--- src/hdl/mke_pkg.sv ---
package mke_pkg;

   localparam int UNIT_W  = 8;
   localparam int PAD_W   = 10;
   localparam int RUN_W   = 11;
   localparam int CHAR_W  = 8;
   localparam int OP_W    = 2;
   localparam int CODE_W  = 6;
   localparam int CLEN_W  = 3;
   localparam int CSR_IDX_W  = 4;
   localparam int CSR_DATA_W = 10;

   typedef enum logic [OP_W-1:0] {
      OP_START = 2'd0,
      OP_CHAR  = 2'd1,
      OP_END   = 2'd2,
      OP_NONE  = 2'd3
   } op_type;

   typedef enum logic [CSR_IDX_W-1:0] {
      CSR_UNIT_BITS = 4'd0,
      CSR_PAD_BITS  = 4'd1
   } csr_index_type;

   typedef enum logic [1:0] {
      KIND_PAD    = 2'd0,
      KIND_SPACE  = 2'd1,
      KIND_SYMBOL = 2'd2
   } kind_type;

   // elements left-aligned, first element in the top bit, 1 = dash
   typedef struct packed {
      logic [CLEN_W-1:0] len;
      logic [CODE_W-1:0] pat;
   } code_type;

   typedef struct packed {
      kind_type kind;
      logic     lead_gap;
      code_type code;
   } desc_type;

   typedef struct packed {
      logic full;
      logic empty;
   } queue_status_type;

   localparam logic [CHAR_W-1:0] CHAR_SPACE = 8'h20;
   localparam logic [CHAR_W-1:0] CASE_DIFF  = 8'd32;

   function automatic code_type mk_code(input logic [CLEN_W-1:0] n,
                                        input logic [CODE_W-1:0] p);
      code_type c;
      c.len = n;
      c.pat = p;
      return c;
   endfunction

   function automatic code_type code_lookup(input logic [CHAR_W-1:0] ch);
      logic [CHAR_W-1:0] c;
      code_type r;
      c = ch;
      if (c >= "a" && c <= "z") begin
         c = c - CASE_DIFF;
      end
      case (c)
         "A": r = mk_code(3'd2, 6'b01_0000);
         "B": r = mk_code(3'd4, 6'b1000_00);
         "C": r = mk_code(3'd4, 6'b1010_00);
         "D": r = mk_code(3'd3, 6'b100_000);
         "E": r = mk_code(3'd1, 6'b0_00000);
         "F": r = mk_code(3'd4, 6'b0010_00);
         "G": r = mk_code(3'd3, 6'b110_000);
         "H": r = mk_code(3'd4, 6'b0000_00);
         "I": r = mk_code(3'd2, 6'b00_0000);
         "J": r = mk_code(3'd4, 6'b0111_00);
         "K": r = mk_code(3'd3, 6'b101_000);
         "L": r = mk_code(3'd4, 6'b0100_00);
         "M": r = mk_code(3'd2, 6'b11_0000);
         "N": r = mk_code(3'd2, 6'b10_0000);
         "O": r = mk_code(3'd3, 6'b111_000);
         "P": r = mk_code(3'd4, 6'b0110_00);
         "Q": r = mk_code(3'd4, 6'b1101_00);
         "R": r = mk_code(3'd3, 6'b010_000);
         "S": r = mk_code(3'd3, 6'b000_000);
         "T": r = mk_code(3'd1, 6'b1_00000);
         "U": r = mk_code(3'd3, 6'b001_000);
         "V": r = mk_code(3'd4, 6'b0001_00);
         "W": r = mk_code(3'd3, 6'b011_000);
         "X": r = mk_code(3'd4, 6'b1001_00);
         "Y": r = mk_code(3'd4, 6'b1011_00);
         "Z": r = mk_code(3'd4, 6'b1100_00);
         "0": r = mk_code(3'd5, 6'b11111_0);
         "1": r = mk_code(3'd5, 6'b01111_0);
         "2": r = mk_code(3'd5, 6'b00111_0);
         "3": r = mk_code(3'd5, 6'b00011_0);
         "4": r = mk_code(3'd5, 6'b00001_0);
         "5": r = mk_code(3'd5, 6'b00000_0);
         "6": r = mk_code(3'd5, 6'b10000_0);
         "7": r = mk_code(3'd5, 6'b11000_0);
         "8": r = mk_code(3'd5, 6'b11100_0);
         "9": r = mk_code(3'd5, 6'b11110_0);
         ".": r = mk_code(3'd6, 6'b010101);
         ",": r = mk_code(3'd6, 6'b110011);
         "?": r = mk_code(3'd6, 6'b001100);
         default: r = mk_code(3'd1, 6'b1_00000);
      endcase
      return r;
   endfunction

endpackage

--- src/hdl/mke_front.sv ---
module mke_front
   import mke_pkg::*;
(
   input  logic                   clock,
   input  logic                   reset,
   input  logic                   push,
   output logic                   full,
   input  logic [OP_W-1:0]        req_op,
   input  logic [CHAR_W-1:0]      req_char_code,
   input  logic [PAD_W-1:0]       pad_bits,
   input  queue_status_type       q_status,
   output logic                   q_push,
   output desc_type               q_desc
);

   logic prev_symbol_ff;
   logic prev_symbol_in;
   logic accept;

   assign full   = q_status.full;
   assign accept = push && !q_status.full;

   always_comb begin
      prev_symbol_in = prev_symbol_ff;
      q_push         = 1'b0;
      q_desc.kind     = KIND_PAD;
      q_desc.lead_gap = prev_symbol_ff;
      q_desc.code     = code_lookup(req_char_code);
      if (accept) begin
         unique case (op_type'(req_op)) inside
            OP_START, OP_END: begin
               prev_symbol_in = 1'b0;
               q_push         = (pad_bits != '0);
               q_desc.kind    = KIND_PAD;
            end
            OP_CHAR: begin
               q_push = 1'b1;
               if (req_char_code == CHAR_SPACE) begin
                  q_desc.kind    = KIND_SPACE;
                  prev_symbol_in = 1'b0;
               end else begin
                  q_desc.kind    = KIND_SYMBOL;
                  prev_symbol_in = 1'b1;
               end
            end
            default: begin
               q_push = 1'b0;
            end
         endcase
      end
   end

   always_ff @(posedge clock) begin
      if (reset) begin
         prev_symbol_ff <= 1'b0;
      end else begin
         prev_symbol_ff <= prev_symbol_in;
      end
   end

endmodule

--- src/hdl/mke_queue.sv ---
module mke_queue
   import mke_pkg::*;
#(
   parameter int DEPTH = 2
) (
   input  logic             clock,
   input  logic             reset,
   input  logic             wr_en,
   input  desc_type         wr_data,
   input  logic             rd_en,
   output desc_type         rd_data,
   output queue_status_type status
);

   localparam int PTR_W = (DEPTH > 1) ? $clog2(DEPTH) : 1;
   localparam int CNT_W = $clog2(DEPTH + 1);
   localparam logic [PTR_W-1:0] LAST_PTR = PTR_W'(DEPTH - 1);
   localparam logic [CNT_W-1:0] FULL_CNT = CNT_W'(DEPTH);

   desc_type          entry_ff [DEPTH];
   logic [PTR_W-1:0]  wr_ptr_ff, wr_ptr_in;
   logic [PTR_W-1:0]  rd_ptr_ff, rd_ptr_in;
   logic [CNT_W-1:0]  count_ff, count_in;
   logic              do_wr;
   logic              do_rd;

   assign status.full  = (count_ff == FULL_CNT);
   assign status.empty = (count_ff == '0);
   assign rd_data      = entry_ff[rd_ptr_ff];
   assign do_wr        = wr_en && !status.full;
   assign do_rd        = rd_en && !status.empty;

   always_comb begin
      wr_ptr_in = wr_ptr_ff;
      rd_ptr_in = rd_ptr_ff;
      count_in  = count_ff;
      if (do_wr) begin
         wr_ptr_in = (wr_ptr_ff == LAST_PTR) ? '0 : wr_ptr_ff + 1'b1;
      end
      if (do_rd) begin
         rd_ptr_in = (rd_ptr_ff == LAST_PTR) ? '0 : rd_ptr_ff + 1'b1;
      end
      if (do_wr && !do_rd) begin
         count_in = count_ff + 1'b1;
      end else if (do_rd && !do_wr) begin
         count_in = count_ff - 1'b1;
      end
   end

   always_ff @(posedge clock) begin
      if (reset) begin
         wr_ptr_ff <= '0;
         rd_ptr_ff <= '0;
         count_ff  <= '0;
      end else begin
         wr_ptr_ff <= wr_ptr_in;
         rd_ptr_ff <= rd_ptr_in;
         count_ff  <= count_in;
      end
   end

   always_ff @(posedge clock) begin
      if (do_wr) begin
         entry_ff[wr_ptr_ff] <= wr_data;
      end
   end

endmodule

--- src/hdl/mke_back.sv ---
module mke_back
   import mke_pkg::*;
(
   input  logic               clock,
   input  logic               reset,
   input  desc_type           q_desc,
   input  queue_status_type   q_status,
   output logic               q_pop,
   input  logic [RUN_W-1:0]   unit,
   input  logic [PAD_W-1:0]   pad_bits,
   output logic               empty,
   input  logic               pop,
   output logic               rsp_level,
   output logic [RUN_W-1:0]   rsp_run_bits,
   output logic               rsp_last
);

   typedef enum logic [5:0] {
      ST_IDLE  = 6'b000001,
      ST_PAD   = 6'b000010,
      ST_SPACE = 6'b000100,
      ST_LEAD  = 6'b001000,
      ST_MARK  = 6'b010000,
      ST_GAP   = 6'b100000
   } state_type;

   state_type          state_ff, state_in;
   logic [CODE_W-1:0]  pat_ff, pat_in;
   logic [CLEN_W-1:0]  rem_ff, rem_in;
   logic               out_valid_ff, out_valid_in;
   logic               level_ff, level_in;
   logic [RUN_W-1:0]   run_ff, run_in;
   logic               last_ff, last_in;

   logic [RUN_W-1:0]   unit3;
   logic [RUN_W-1:0]   unit7;
   logic               advance;
   logic               emit;
   logic               finishing;
   state_type          next_run_state;

   assign unit3 = unit + (unit << 1);
   assign unit7 = (unit << 3) - unit;

   assign advance = !out_valid_ff || pop;
   assign emit    = (state_ff != ST_IDLE) && advance;

   assign empty        = !out_valid_ff;
   assign rsp_level    = level_ff;
   assign rsp_run_bits = run_ff;
   assign rsp_last     = last_ff;

   always_comb begin
      level_in       = 1'b0;
      run_in         = unit;
      last_in        = 1'b0;
      next_run_state = state_ff;
      pat_in         = pat_ff;
      rem_in         = rem_ff;
      unique case (state_ff)
         ST_IDLE: begin
            next_run_state = ST_IDLE;
         end
         ST_PAD: begin
            run_in  = RUN_W'(pad_bits);
            last_in = 1'b1;
         end
         ST_SPACE: begin
            run_in  = unit7;
            last_in = 1'b1;
         end
         ST_LEAD: begin
            run_in         = unit3;
            next_run_state = ST_MARK;
         end
         ST_MARK: begin
            level_in       = 1'b1;
            run_in         = pat_ff[CODE_W-1] ? unit3 : unit;
            last_in        = (rem_ff == CLEN_W'(1));
            next_run_state = ST_GAP;
            pat_in         = pat_ff << 1;
            rem_in         = rem_ff - 1'b1;
         end
         ST_GAP: begin
            run_in         = unit;
            next_run_state = ST_MARK;
         end
         default: begin
            next_run_state = ST_IDLE;
         end
      endcase
   end

   assign finishing = (state_ff == ST_IDLE) || (emit && last_in);
   assign q_pop     = finishing && !q_status.empty;

   always_comb begin
      state_in = state_ff;
      if (q_pop) begin
         unique case (q_desc.kind)
            KIND_PAD:    state_in = ST_PAD;
            KIND_SPACE:  state_in = ST_SPACE;
            KIND_SYMBOL: state_in = q_desc.lead_gap ? ST_LEAD : ST_MARK;
            default:     state_in = ST_IDLE;
         endcase
      end else if (finishing) begin
         state_in = ST_IDLE;
      end else if (emit) begin
         state_in = next_run_state;
      end
   end

   always_comb begin
      out_valid_in = out_valid_ff;
      if (emit) begin
         out_valid_in = 1'b1;
      end else if (pop) begin
         out_valid_in = 1'b0;
      end
   end

   always_ff @(posedge clock) begin
      if (reset) begin
         state_ff     <= ST_IDLE;
         out_valid_ff <= 1'b0;
      end else begin
         state_ff     <= state_in;
         out_valid_ff <= out_valid_in;
      end
   end

   always_ff @(posedge clock) begin
      if (q_pop) begin
         pat_ff <= q_desc.code.pat;
         rem_ff <= q_desc.code.len;
      end else if (emit) begin
         pat_ff <= pat_in;
         rem_ff <= rem_in;
      end
      if (emit) begin
         level_ff <= level_in;
         run_ff   <= run_in;
         last_ff  <= last_in;
      end
   end

endmodule

--- src/hdl/morse_keying_encoder.sv ---
// Morse on-off keying encoder. Push one request per message item (start, character, end);
// pop the keyed signal as runs of equal bits, each a level and a length in bits. A front
// stage classifies each request and looks up its Morse pattern, then a
// descriptor queue of QUEUE_DEPTH entries feeds a run sequencer that issues one run per
// cycle into the output register, unless a full output register waits for pop. An item
// yields one run for padding or a space, up to twelve for a character (letter gap, up to
// six marks and the gaps between them); an item with no run is dropped in the front stage.
// The sequencer loads the next descriptor in the cycle of the last run, so back-to-back
// items run without a bubble; an idle sequencer first loads its state register.
// Write unit_bits (index 0) and pad_bits (index 1) only while the block is idle.
module morse_keying_encoder
   import mke_pkg::*;
#(
   parameter int QUEUE_DEPTH = 2
) (
   input  logic                  clock,
   input  logic                  reset,
   input  logic                  push,
   output logic                  full,
   input  logic [OP_W-1:0]       req_op,
   input  logic [CHAR_W-1:0]     req_char_code,
   output logic                  empty,
   input  logic                  pop,
   output logic                  rsp_level,
   output logic [RUN_W-1:0]      rsp_run_bits,
   output logic                  rsp_last,
   input  logic                  valid,
   output logic                  ready,
   input  logic [CSR_IDX_W-1:0]  csr_index,
   input  logic [CSR_DATA_W-1:0] csr_data
);

   logic [UNIT_W-1:0]  unit_bits_ff;
   logic [PAD_W-1:0]   pad_bits_ff;
   logic [RUN_W-1:0]   unit;
   logic               q_push;
   logic               q_pop;
   desc_type           q_wr_desc;
   desc_type           q_rd_desc;
   queue_status_type   q_status;

   assign ready = 1'b1;
   assign unit  = (unit_bits_ff == '0) ? RUN_W'(1) : RUN_W'(unit_bits_ff);

   always_ff @(posedge clock) begin
      if (reset) begin
         unit_bits_ff <= UNIT_W'(1);
         pad_bits_ff  <= '0;
      end else if (valid && ready) begin
         unique case (csr_index)
            CSR_UNIT_BITS: unit_bits_ff <= csr_data[UNIT_W-1:0];
            CSR_PAD_BITS:  pad_bits_ff  <= csr_data[PAD_W-1:0];
            default: begin
            end
         endcase
      end
   end

   mke_front u_front (
      .clock         (clock),
      .reset         (reset),
      .push          (push),
      .full          (full),
      .req_op        (req_op),
      .req_char_code (req_char_code),
      .pad_bits      (pad_bits_ff),
      .q_status      (q_status),
      .q_push        (q_push),
      .q_desc        (q_wr_desc)
   );

   mke_queue #(
      .DEPTH (QUEUE_DEPTH)
   ) u_queue (
      .clock   (clock),
      .reset   (reset),
      .wr_en   (q_push),
      .wr_data (q_wr_desc),
      .rd_en   (q_pop),
      .rd_data (q_rd_desc),
      .status  (q_status)
   );

   mke_back u_back (
      .clock        (clock),
      .reset        (reset),
      .q_desc       (q_rd_desc),
      .q_status     (q_status),
      .q_pop        (q_pop),
      .unit         (unit),
      .pad_bits     (pad_bits_ff),
      .empty        (empty),
      .pop          (pop),
      .rsp_level    (rsp_level),
      .rsp_run_bits (rsp_run_bits),
      .rsp_last     (rsp_last)
   );

   a_pop_nonempty: assert property (@(posedge clock) disable iff (reset)
      q_pop |-> !q_status.empty)
      else $error("descriptor taken from an empty queue");

   a_mark_len: assert property (@(posedge clock) disable iff (reset)
      (!empty && rsp_level) |-> (rsp_run_bits == unit || rsp_run_bits == unit * 3))
      else $error("mark run is neither a dot nor a dash");

   a_gap_len: assert property (@(posedge clock) disable iff (reset)
      (!empty && !rsp_level && !rsp_last) |->
         (rsp_run_bits == unit || rsp_run_bits == unit * 3))
      else $error("inner gap run has a bad length");

endmodule
--- config.mk ---
export PLATFORM = sky130hd
export DESIGN_NAME = morse_keying_encoder
export DESIGN_NICKNAME = d
export VERILOG_FILES = /design/src/hdl/mke_pkg.sv /design/src/hdl/mke_front.sv /design/src/hdl/mke_queue.sv /design/src/hdl/mke_back.sv /design/src/hdl/morse_keying_encoder.sv
export SDC_FILE = /design/constraint.sdc
export NUM_CORES = 1
export LEC_CHECK = 0
export BUFFER_PORTS_ARGS = -buffer_cell sky130_fd_sc_hd__buf_2
export CAP_MARGIN = 25
export CORE_UTILIZATION = 40
export CTS_CLUSTER_DIAMETER = 30
export CTS_CLUSTER_SIZE = 10
export DETAILED_ROUTE_END_ITERATION = 10
export PLACE_DENSITY_LB_ADDON = 0.25
export SKIP_LAST_GASP = 1
export SYNTH_ARGS = -nofsm -noshare
export SYNTH_HDL_FRONTEND = slang
export SYNTH_HIERARCHICAL = 1
export SYNTH_SLANG_ARGS = --single-unit
--- constraint.sdc ---
create_clock -name clock -period 3.2 [get_ports clock]
set_clock_uncertainty 0.1 [all_clocks]
set_input_delay 0.32 -clock clock [delete_from_list [all_inputs] [get_ports clock]]
set_output_delay 0.32 -clock clock [all_outputs]
set_load 0.05 [all_outputs]
Word-level counts from Yosys, hierarchy flattened
Memory sizes are Yosys's and may differ from the RTL's. A register that Yosys moved wholly into a read port is not among the register bits.
Cells that the tools add are included.
- flip-flop bits (word level): 52
- bits in writable memories: 24
- bits in read-only memories: 1152
- input port bits: 29
- output and inout bits: 16
- word-level logic and storage cells: 113
- memories: 2
- $add $sub $neg: 8
- $lt $le $gt $ge: 2
- eq/ne operators: 16
- multiplexer cells: 36
- reduce and logical (&&, ||, !) cells: 36
- memory list (name ; depth ; bits a word ; rd ports ; clocked after Yosys merged registers in ; write ports ; RTL line ; RTL):
    (name not given) ; 128 ; 9 ; 1 ; 0 ; 0 ; mke_pkg.sv:66 ; case (c)
    u_queue.entry_ff ; 2 ; 12 ; 1 ; 1 ; 1 ; mke_queue.sv:20 ; desc_type entry_ff [DEPTH];
- operators by type and width (kind ; number):
    one-hot mux 11 bit (4 select lines) ; 1
    two-way mux 6 bit ; 6
    one-hot mux 6 bit (3 select lines) ; 2
    two-way mux 8 bit ; 2
    two-way mux 1 bit ; 11
    two-way mux 11 bit ; 1
    subtractor 11 x 8 -> 11 bit ; 1
    adder 8 x 9 -> 10 bit ; 1
    two-way mux 2 bit ; 5
    AND reduction 2 bit ; 5
    nonzero test 10 bit ; 1
    nonzero test 2 bit ; 5
    logical AND 1 bit ; 9
    two-way mux 3 bit ; 3
    two-way mux 9 bit ; 1
    equality test 8 x 6 -> 1 bit, second input constant ; 1
    greater-or-equal comparator 8 x 7 -> 1 bit, second input constant ; 1
    <= comparator 8 x 7 -> 1 bit, second input constant ; 1
    zero test 8 bit ; 1
    subtractor 8 x 6 -> 8 bit, second input constant ; 1
    equality test 2 bit, second input constant ; 3
    equality test 6 x 1 -> 1 bit, second input constant ; 1
    equality test 6 x 2 -> 1 bit, second input constant ; 1
    equality test 6 x 3 -> 1 bit, second input constant ; 1
    other kinds (20) ; 33

Longest topological paths before layout
Gate-level depths: netlist (run 1).
- depth after elaboration: 10
- gate-level depth with buffers: 13
- mapped depth without buffers: 12

Modules after synthesis
Netlist (run 1), hierarchy kept.
- by module, submodules not included (module ; times used ; cells an instance ; area an instance (sq um)):
    mke_back ; 1 ; 250 ; 2322.2
    mke_queue ; 1 ; 62 ; 1078.5
    mke_front ; 1 ; 139 ; 985.9
    morse_keying_encoder ; 1 ; 86 ; 835.8

Worst setup path after synthesis (run 1)
OpenSTA, ideal clock, no wires.
- kind: register -> register
- from: reg u_back.state_ff[3]
- to: reg u_queue.count_ff[1]
- library setup time: 70 ps
- data arrival time: 2741 ps
- path slack: 289 ps
- stages on the path, launching flop included: 11
- clock period less this slack: 2911 ps
- path through: dfxtp_1 -> buf_2 -> or4b_1 -> nor3_1 -> a21oi_2 -> nor2_8 -> buf_1 -> o21ai_0 -> ha_1 -> or3_1 -> a21oi_1
- cells in the longest elaborated chain, start to end: 10
- RTL lines (item ; RTL line ; RTL):
    from (decl) ; mke_back.sv:27 ; state_type state_ff, state_in;
    from (signal assigned) ; mke_back.sv:127 ; state_ff <= state_in;
    equality test 6 x 2 -> 1 bit / equality test 6 x 3 -> 1 bit (equally long branches) ; mke_back.sv:60 ; unique case (state_ff)
    OR reduction 2 bit (no source line) ; -- ;
    one-hot mux 1 bit (2 select lines) ; mke_back.sv:60 ;
    logical AND 1 bit ; mke_back.sv:94 ; assign finishing = (state_ff == ST_IDLE) || (emit && last_in);
    logical OR 1 bit (*) ; mke_back.sv:94 ;
    logical AND 1 bit (*) ; mke_back.sv:95 ; assign q_pop = finishing && !q_status.empty;
    net q_pop ; morse_keying_encoder.sv:37 ; logic q_pop;
    logical AND 1 bit (*) ; mke_queue.sv:31 ; assign do_rd = rd_en && !status.empty;
    zero test 1 bit ; mke_queue.sv:43 ; if (do_wr && !do_rd) begin
    logical AND 1 bit ; mke_queue.sv:43 ;
    two-way mux 2 bit / nonzero test 2 bit (equally long branches) ; -- ;
    to (signal assigned) ; mke_queue.sv:58 ; count_ff <= count_in;
    to (decl) ; mke_queue.sv:23 ; logic [CNT_W-1:0] count_ff, count_in;
Mark *: on every way through the listed nets, which the timed path passes. The rest lies on a longest branch.
A chain may end at the register's enable or synchronous reset.

Final worst setup path (run 1)
- from: reg unit_bits_ff[5]
- to: reg u_back.run_ff[7] (netlist: u_back/rsp_run_bits[7]), data pin
- cells in the longest elaborated chain, start to end: 5
- RTL lines (item ; RTL line ; RTL):
    from (decl) ; morse_keying_encoder.sv:33 ; logic [UNIT_W-1:0] unit_bits_ff;
    from (signal assigned) ; morse_keying_encoder.sv:51 ; CSR_UNIT_BITS: unit_bits_ff <= csr_data[UNIT_W-1:0];
    zero test 8 bit (*) ; morse_keying_encoder.sv:43 ; assign unit = (unit_bits_ff == '0) ? RUN_W'(1) : RUN_W'(unit_bits_ff);
    two-way mux 8 bit (*) ; morse_keying_encoder.sv:43 ;
    net unit[0] ; morse_keying_encoder.sv:35 ; logic [RUN_W-1:0] unit;
    adder 8 x 9 -> 10 bit ; mke_back.sv:42 ; assign unit3 = unit + (unit << 1);
    two-way mux 11 bit ; mke_back.sv:78 ; run_in = pat_ff[CODE_W-1] ? unit3 : unit;
    one-hot mux 11 bit (4 select lines) (*) ; mke_back.sv:60 ;
    net u_back.run_in[7] ; mke_back.sv:32 ; logic [RUN_W-1:0] run_ff, run_in;
    to (signal assigned) ; mke_back.sv:142 ; run_ff <= run_in;
    to (decl) ; mke_back.sv:32 ;
Marked as above.

==> results of run 1 <==
==> cells by family (layout without fill, tap and decap cells) <==
group                    count (synthesis)  count (layout)
adder cells (fa/ha/maj)                 34              34
flip-flops                              77              77
other                                    2              12
XOR/XNOR                                22              22
multiplexers                            41              41
AO/OA/AOI/OAI                          129             129
AND/OR/NAND/NOR                        170             170
buffers and inverters                   62              97
==> where the power goes <==
| group | total, uW | internal [uW] | leakage (uW) | switching [uW] |
|---|---|---|---|---|
| clock network | 993 | 595 | 0.000148 | 398 |
| logic | 1360 | 481 | 0.00152 | 876 |
| registers | 1480 | 1360 | 0.000677 | 118 |
==> worst max-delay path: cells and delay by family, from the launching register on <==
kind                     cells  cell delay (ns)
AO/OA/AOI/OAI                5             0.88
adder cells (fa/ha/maj)      2             0.62
AND/OR/NAND/NOR              3             0.50
flip-flops                   1             0.39
XOR/XNOR                     1             0.13
buffers and inverters        1             0.07
==> worst max-delay path by stage <==
stage,slack (ns),end,cells after the start,from
3_3_place_gp,0.36,u_back/rsp_run_bits[7],12,unit_bits_ff[5]
6_report,0.27,u_back/rsp_run_bits[7],12,unit_bits_ff[5]
2_1_floorplan,0.29,u_queue/count_ff[1],10,u_back/state_ff[3]
4_1_cts,0.24,u_back/rsp_run_bits[7],12,unit_bits_ff[5]
5_1_grt,0.03,u_back/rsp_run_bits[7],12,unit_bits_ff[5]
3_5_place_dp,0.25,u_back/rsp_run_bits[7],12,unit_bits_ff[5]
==> Yosys cell counts (6+ instances only) <==
library cell / count / area share
dfxtp_1: 31 / 0.12
and2_1: 7 / 0.0084
nor3_1: 7 / 0.0067
a21oi_1: 28 / 0.027
a31oi_1: 6 / 0.0072
nand2_1: 44 / 0.032
inv_1: 27 / 0.019
mux2_2: 17 / 0.037
nand2b_1: 32 / 0.038
buf_4: 6 / 0.0086
buf_2: 8 / 0.0077
xor2_1: 9 / 0.015
edfxtp_1: 46 / 0.26
clkbuf_1: 16 / 0.012
a21o_1: 8 / 0.012
mux2i_1: 20 / 0.038
xnor2_1: 13 / 0.022
or3_1: 6 / 0.0072
nor2b_1: 11 / 0.013
ha_1: 33 / 0.079
o21ai_0: 29 / 0.028
nor2_1: 29 / 0.021
==> flip-flops by register name, summed over array words and instances (netlist names), 2 cells and up, named ones only <==
signal	flops
pad_bits_ff	10
u_back/pat_ff	6
u_back/rem_ff	3
u_back/rsp_run_bits	11
u_back/state_ff	6
u_queue/count_ff	2
u_queue/entry_ff	24
unit_bits_ff	8
==> through the flow <==
stage / power, uW / cell area, sq um / std cells / hold slack, ns / worst slack, ns
2_1_floorplan: 2520 / 5260 / 547 / 0.289 / 0.289
4_1_cts: 3850 / 5880 / 753 / 0.146 / 0.238
3_3_place_gp: 2820 / 5590 / 737 / 0.331 / 0.364
6_report: 3830 / 5900 / 754 / 0.148 / 0.273
3_5_place_dp: 2850 / 5590 / 737 / 0.342 / 0.251
5_1_grt: 4060 / 5900 / 754 / 0.155 / 0.0271
==> cell type report <==
class / instances / share of cell area
multi-input combinational: 408 / 0.507
tap: 172 / 0.0365
clock buffer: 12 / 0.0454
inverter: 29 / 0.0185
clock inverter: 4 / 0.00488
sequential: 77 / 0.339
timing repair buffer: 52 / 0.0480
==> per-layer routing <==
metal	part of all wire	track usage
met1	0.48	0.256
met2	0.46	0.287
met3	0.045	0.0254
met4	0.018	0.0735
met5	0	0
==> timing repair <==
item / in CTS / in global routing
hold buffers: 0 / 0
gates resized for setup: 0 / 1
setup endpoints to repair: 0 / 1
==> impl_results.md, run 1 <==
* WL final at 11,700 um
* Total GRT Usage at 0.184
* Hold Crit Start: csr_data[8]
* Synth warnings at 6
* Setup CP Type: flop to flop
* Simple-gate share of the synthesized area at 0.187
* Post-Synth Adder-Cell Area at 0.0829
* Share of cells above drive strength 1 at 0.179
* Final design utilization at 0.465
* Most common cell after layout, fill and taps aside: edfxtp_1
* Setup violators final at 0
* #FFs+latches synth at 77
* Die area at 13,500 sq um
* RSZ-0062 raised after global routing: no
* PwrDens at 649 nW/um^2
* Mux contribution to synthesized area at 0.0858
* Post-synth EDFFs at 46
* Crit Path Max Fanout at 7
* ANT cells at 0
* Pre-antenna DRT Iters at 6
* CTS tree: built
* Slowest CP cell: fa_1
* TritonCTS Buffers at 9
* Largest net degree at the start of global routing at 44
* Setup TNS Final at 0 ns
* # fillers at ~1,200
* Die width at 116 um
* Least-Margin Pin Slew at 0.742 ns
* Crit Reg-Reg Endpoint: u_back/rsp_run_bits[7]
* Initial Utilization at 0.412
* Core box area at 12,700 sq um
* Grt ovf at 0
* Storage element area at 2000 sq um
* Remaining DRCs at 0
* Syn Area/Cell at roughly 9.7 sq um
* Startpoint type of the worst setup path: flop
* Slowest stage delay, CP at 0.40 ns
* Setup Buffers After CTS at 0
* Synth Instances at 537
* Crit path DAT at 2.91 ns
* Worst-Skew Late Latency at roughly 0.33 ns
* Initial antenna violation count at 0
* Post-DP HPWL at between 8000 and 9000 um
* Synth Cell Area at 5220 sq um
* Final period util at 0.915
* DR vias at 4,111
* DRT antenna net count at 0
* Ports at 45
* Root Driver: clkbuf_16
* Die Y at about 120 um
* Final-report max-slew violation count at 0
* CP dominant cell by count: a21o_1
* PortBufs at 43
* Final hold vios at 0
* Drt wl/cell at 15.5 um
* Slew margin rel. at 0.502
* Final net count at 640
* Run status: complete, no violations
* FF-to-FF path depth at 12
* First-pass GRT wire length at around 19,000 um
* Highest Clock Rate at 342 MHz
* 1st-iter DRT viols at 200
* Synth Area in Compound Gates at 0.171
* Vias in the first global route at 3,791
* Worst r2r src: unit_bits_ff[5]
* Sequential fraction of the synthesis area at 0.383
* Worst Hold Path Cells at 3
* Rows at 41
* Post-layout min period at 2.93 ns
* Final RePlAce weighted congestion at roughly 0.90
* Worst Path Required at 3.18 ns
* Combinational family with the most area after synthesis: simple AND/OR/NAND/NOR gates
* Max rail drop VDD at approximately 260 uV
* LEAKAGE at about 0.0023 uW
* Multi-input logic area at 2990 sq um
* Worst hold path type: primary input to flop
* Clock sink total at between 70 and 80
* Distinct cells, synth at 81
* Crit path cell chain: nor4_2, a21o_1, ha_1, inv_1, fa_1, nor2b_1, o21ai_0, nand2b_1, a21o_1, a21oi_1, xnor2_1, a221o_1
* Clk buf depth at 2
* Asr flop ratio synth at 0
* Xor-xnor portion of the synthesized cell area at 0.0369
* Area growth syn-to-layout at 12.9%
* Vias per cell at 5.45
* Max-cap violations at 0
* Min-Delay Endpoint: pad_bits_ff[8]
* Register-to-register setup slack at ~0.27 ns
* Synth Flop Type: edfxtp_1
* Clk slew on worst S/H paths at 0.06 ns
* Commonest cells after routing, fill and taps aside: 46 x edfxtp_1, 44 x nand2_1, 43 x buf_2
* Htree depth at 3
* Critical Path Sink Type: flop
(Power assumes the default switching activity.)
==> inputs of run 2 (changes only) <==
Settings changed: CTS_BUF_LIST set to sky130_fd_sc_hd__clkbuf_2 sky130_fd_sc_hd__clkbuf_4 sky130_fd_sc_hd__clkbuf_8.
==> run 2 against run 1 <==
Final cell count did not move. Sequential power barely moved. Critical path type unchanged. Sequential share of layout area rose by 0.54 points. Global-route usage fell by 0.25 points. Die area did not move. Critical path depth did not move. Worst hold slack got worse by 0.012 ns. Largest cell class unchanged. Non-clock buffer count did not move. Clock power fell by 24%. Utilization fell by 0.73 points. Combinational power barely moved. Register-to-register slack barely moved.
==> impl_results.md, run 2 (synthesized netlist as in run 1, its figures left out) <==
* Run status: complete, no violations
* Multi-input logic area at 2990 sq um (unchanged)
* Worst-Skew Late Latency at 0.35 ns (+0.02 ns)
* Initial Utilization at 0.412 (unchanged)
* Final RePlAce weighted congestion at 0.901 (unchanged)
* Post-layout min period at 2.93 ns (+0.00599 ns)
* Clock sink total at 77 (unchanged)
* Htree depth at 3 (unchanged)
* Highest Clock Rate at 341 MHz (-0.20%)
* Grt ovf at 0 (unchanged)
* Ports at 45 (unchanged)
* Area growth syn-to-layout at 11.1%
* Logic pwr share at 0.378 (+0.024)
* First-pass GRT wire length at 19,000 um (-1.0%)
* Hold Crit Start: csr_data[9]
* Vias per cell at 5.42 (-0.54%)
* WHS at 0.136 ns (-0.0119 ns)
* Remaining DRCs at 0 (unchanged)
* Max rail drop VDD at 257 uV (-2.7%)
* Max reg flops at 24 (unchanged)
* Startpoint type of the worst setup path: flop
* Rows at 41 (unchanged)
* 1st-iter DRT viols at 244 (+22%)
* CTS tree: built
* Setup violators final at 0 (unchanged)
* Crit path DAT at 2.94 ns (+0.03 ns)
* Most common cell after layout, fill and taps aside: edfxtp_1
* Setup CP Type: flop to flop
* Final period util at 0.917 (+0.00187)
* Register-to-register setup slack at 0.27 ns (about the same)
* Crit Reg-Reg Endpoint: u_back/rsp_run_bits[7]
* Final hold vios at 0 (unchanged)
* Crit Path Max Fanout at 7 (unchanged)
* Pre-antenna DRT Iters at 5 (-1)
* Storage element area at 2000 sq um (unchanged)
* Sw power at 1360 uW (-2.6%)
* FF-to-FF path depth at 12 (unchanged)
* PwrDens at 618 nW/um^2 (-4.8%)
* Internal at 2230 uW (-8.4%)
* Commonest cells after routing, fill and taps aside: 46 x edfxtp_1, 44 x nand2_1, 43 x buf_2
* Worst r2r src: unit_bits_ff[5]
* Switching share of power at 0.378 (+0.0145)
* Least-Margin Pin Slew at 0.739 ns (-0.00333 ns)
* TritonCTS Buffers at 9 (unchanged)
* Core box area at 12,700 sq um (unchanged)
* Final-report max-slew violation count at 0 (unchanged)
* ANT cells at 0 (unchanged)
* Total GRT Usage at 0.181 (-0.00247)
* Post-CTS Hold Fix Bufs at 0 (unchanged)
* DR vias at 4,089 (-0.54%)
* DRT antenna net count at 0 (unchanged)
* PortBufs at 43 (unchanged)
* Vias in the first global route at 3,794 (+0.079%)
* Drt wl/cell at 15.4 um (-0.62%)
* Die area at 13,500 sq um (unchanged)
* Root Driver: clkbuf_8
* Share of cells above drive strength 1 at 0.180 (+0.00172)
* Seq pwr share at 0.412 (+0.026)
* Slew margin rel. at 0.504 (+0.00223)
* Clk slew on worst S/H paths at 0.08 ns (+0.02 ns)
* WL final at 11,600 um (-0.62%)
* Worst Path Required at 3.20 ns (+0.02 ns)
* Post-DP HPWL at 8700 um (unchanged)
* Worst Hold Path Cells at 3 (unchanged)
* Final net count at 640 (unchanged)
* Clock power frac at 0.210 (-0.049)
* Clk buf depth at 2 (unchanged)
* Max-cap violations at 0 (unchanged)
* Min-Delay Endpoint: pad_bits_ff[9]
* Setup TNS Final at 0 ns (unchanged)
* LEAKAGE at 0.00230 uW (-1.7%)
* Die width at 116 um (unchanged)
* # fillers at 1,218 (+1.2%)
* Initial antenna violation count at 0 (unchanged)
* Largest register by flop count: u_queue/entry_ff
* Worst hold path type: primary input to flop
* Largest net degree at the start of global routing at 44 (unchanged)
* RSZ-0062 raised after global routing: no
* Critical Path Sink Type: flop
* Die Y at 116 um (unchanged)
run 2: cell types whose count changed in the layout (fill, tap and decap cells not counted), sizes merged:
cell    change
clkbuf      -1
bufinv      +1
run 2: critical path, cell delays in order, from the launching register on:
cell,delay [ns]
dfxtp_1,0.40
nor4_2,0.27
a21o_1,0.21
ha_1,0.21
inv_1,0.07
fa_1,0.40
nor2b_1,0.12
o21ai_0,0.08
nand2b_1,0.12
a21o_1,0.15
a21oi_1,0.08
xnor2_1,0.13
a221o_1,0.34
run 2: how the worst max path moves through the flow:
stage / start / to / slack (ns) / cells after the start
3_3_place_gp: unit_bits_ff[5] / u_back/rsp_run_bits[7] / 0.36 / 12
4_1_cts: unit_bits_ff[5] / u_back/rsp_run_bits[7] / 0.24 / 12
6_report: unit_bits_ff[5] / u_back/rsp_run_bits[7] / 0.27 / 12
5_1_grt: unit_bits_ff[5] / u_back/rsp_run_bits[7] / 0.02 / 12
2_1_floorplan: u_back/state_ff[3] / u_queue/count_ff[1] / 0.29 / 10
3_5_place_dp: unit_bits_ff[5] / u_back/rsp_run_bits[7] / 0.25 / 12
run 2: layout make-up:
class	count	share of cell area
multi-input combinational	408	0.515
sequential	77	0.345
timing repair buffer	52	0.0487
tap	172	0.0371
clock buffer	11	0.0250
inverter	29	0.0188
clock inverter	5	0.0101
run 2: layer usage:
layer / wire (um) / track usage / vias up
met3: 552 / 0.0317 / 15
met5: 0 / 0 / -
met4: 155 / 0.0573 / 0
li1: - / - / 2015
met2: 5250 / 0.284 / 115
met1: 5650 / 0.253 / 1944
run 2: power by group through the flow:
stage	clock network, uW	registers [uW]	logic [uW]
after floorplan	0	1710	807
after global placement	0	1500	1320
after detailed placement	0	1510	1340
after CTS	774	1480	1350
after global routing	811	1510	1490
final	755	1480	1360
run 2: what timing repair did:
action,4_1_cts,5_1_grt
setup endpoints to repair,0,1
resized for setup,0,1
setup buffers,0,0
hold endpoints to repair,0,0
run 2: metrics by stage:
step | area, sq um | power, uW | setup slack [ns] | instances | util
after floorplan | 5260 | 2520 | 0.289 | 547 | -
after global placement | 5590 | 2820 | 0.364 | 737 | 0.441
after detailed placement | 5590 | 2850 | 0.251 | 737 | 0.441
after CTS | 5790 | 3610 | 0.236 | 753 | 0.457
after global routing | 5800 | 3810 | 0.0241 | 754 | 0.458
final | 5800 | 3590 | 0.267 | 754 | 0.458
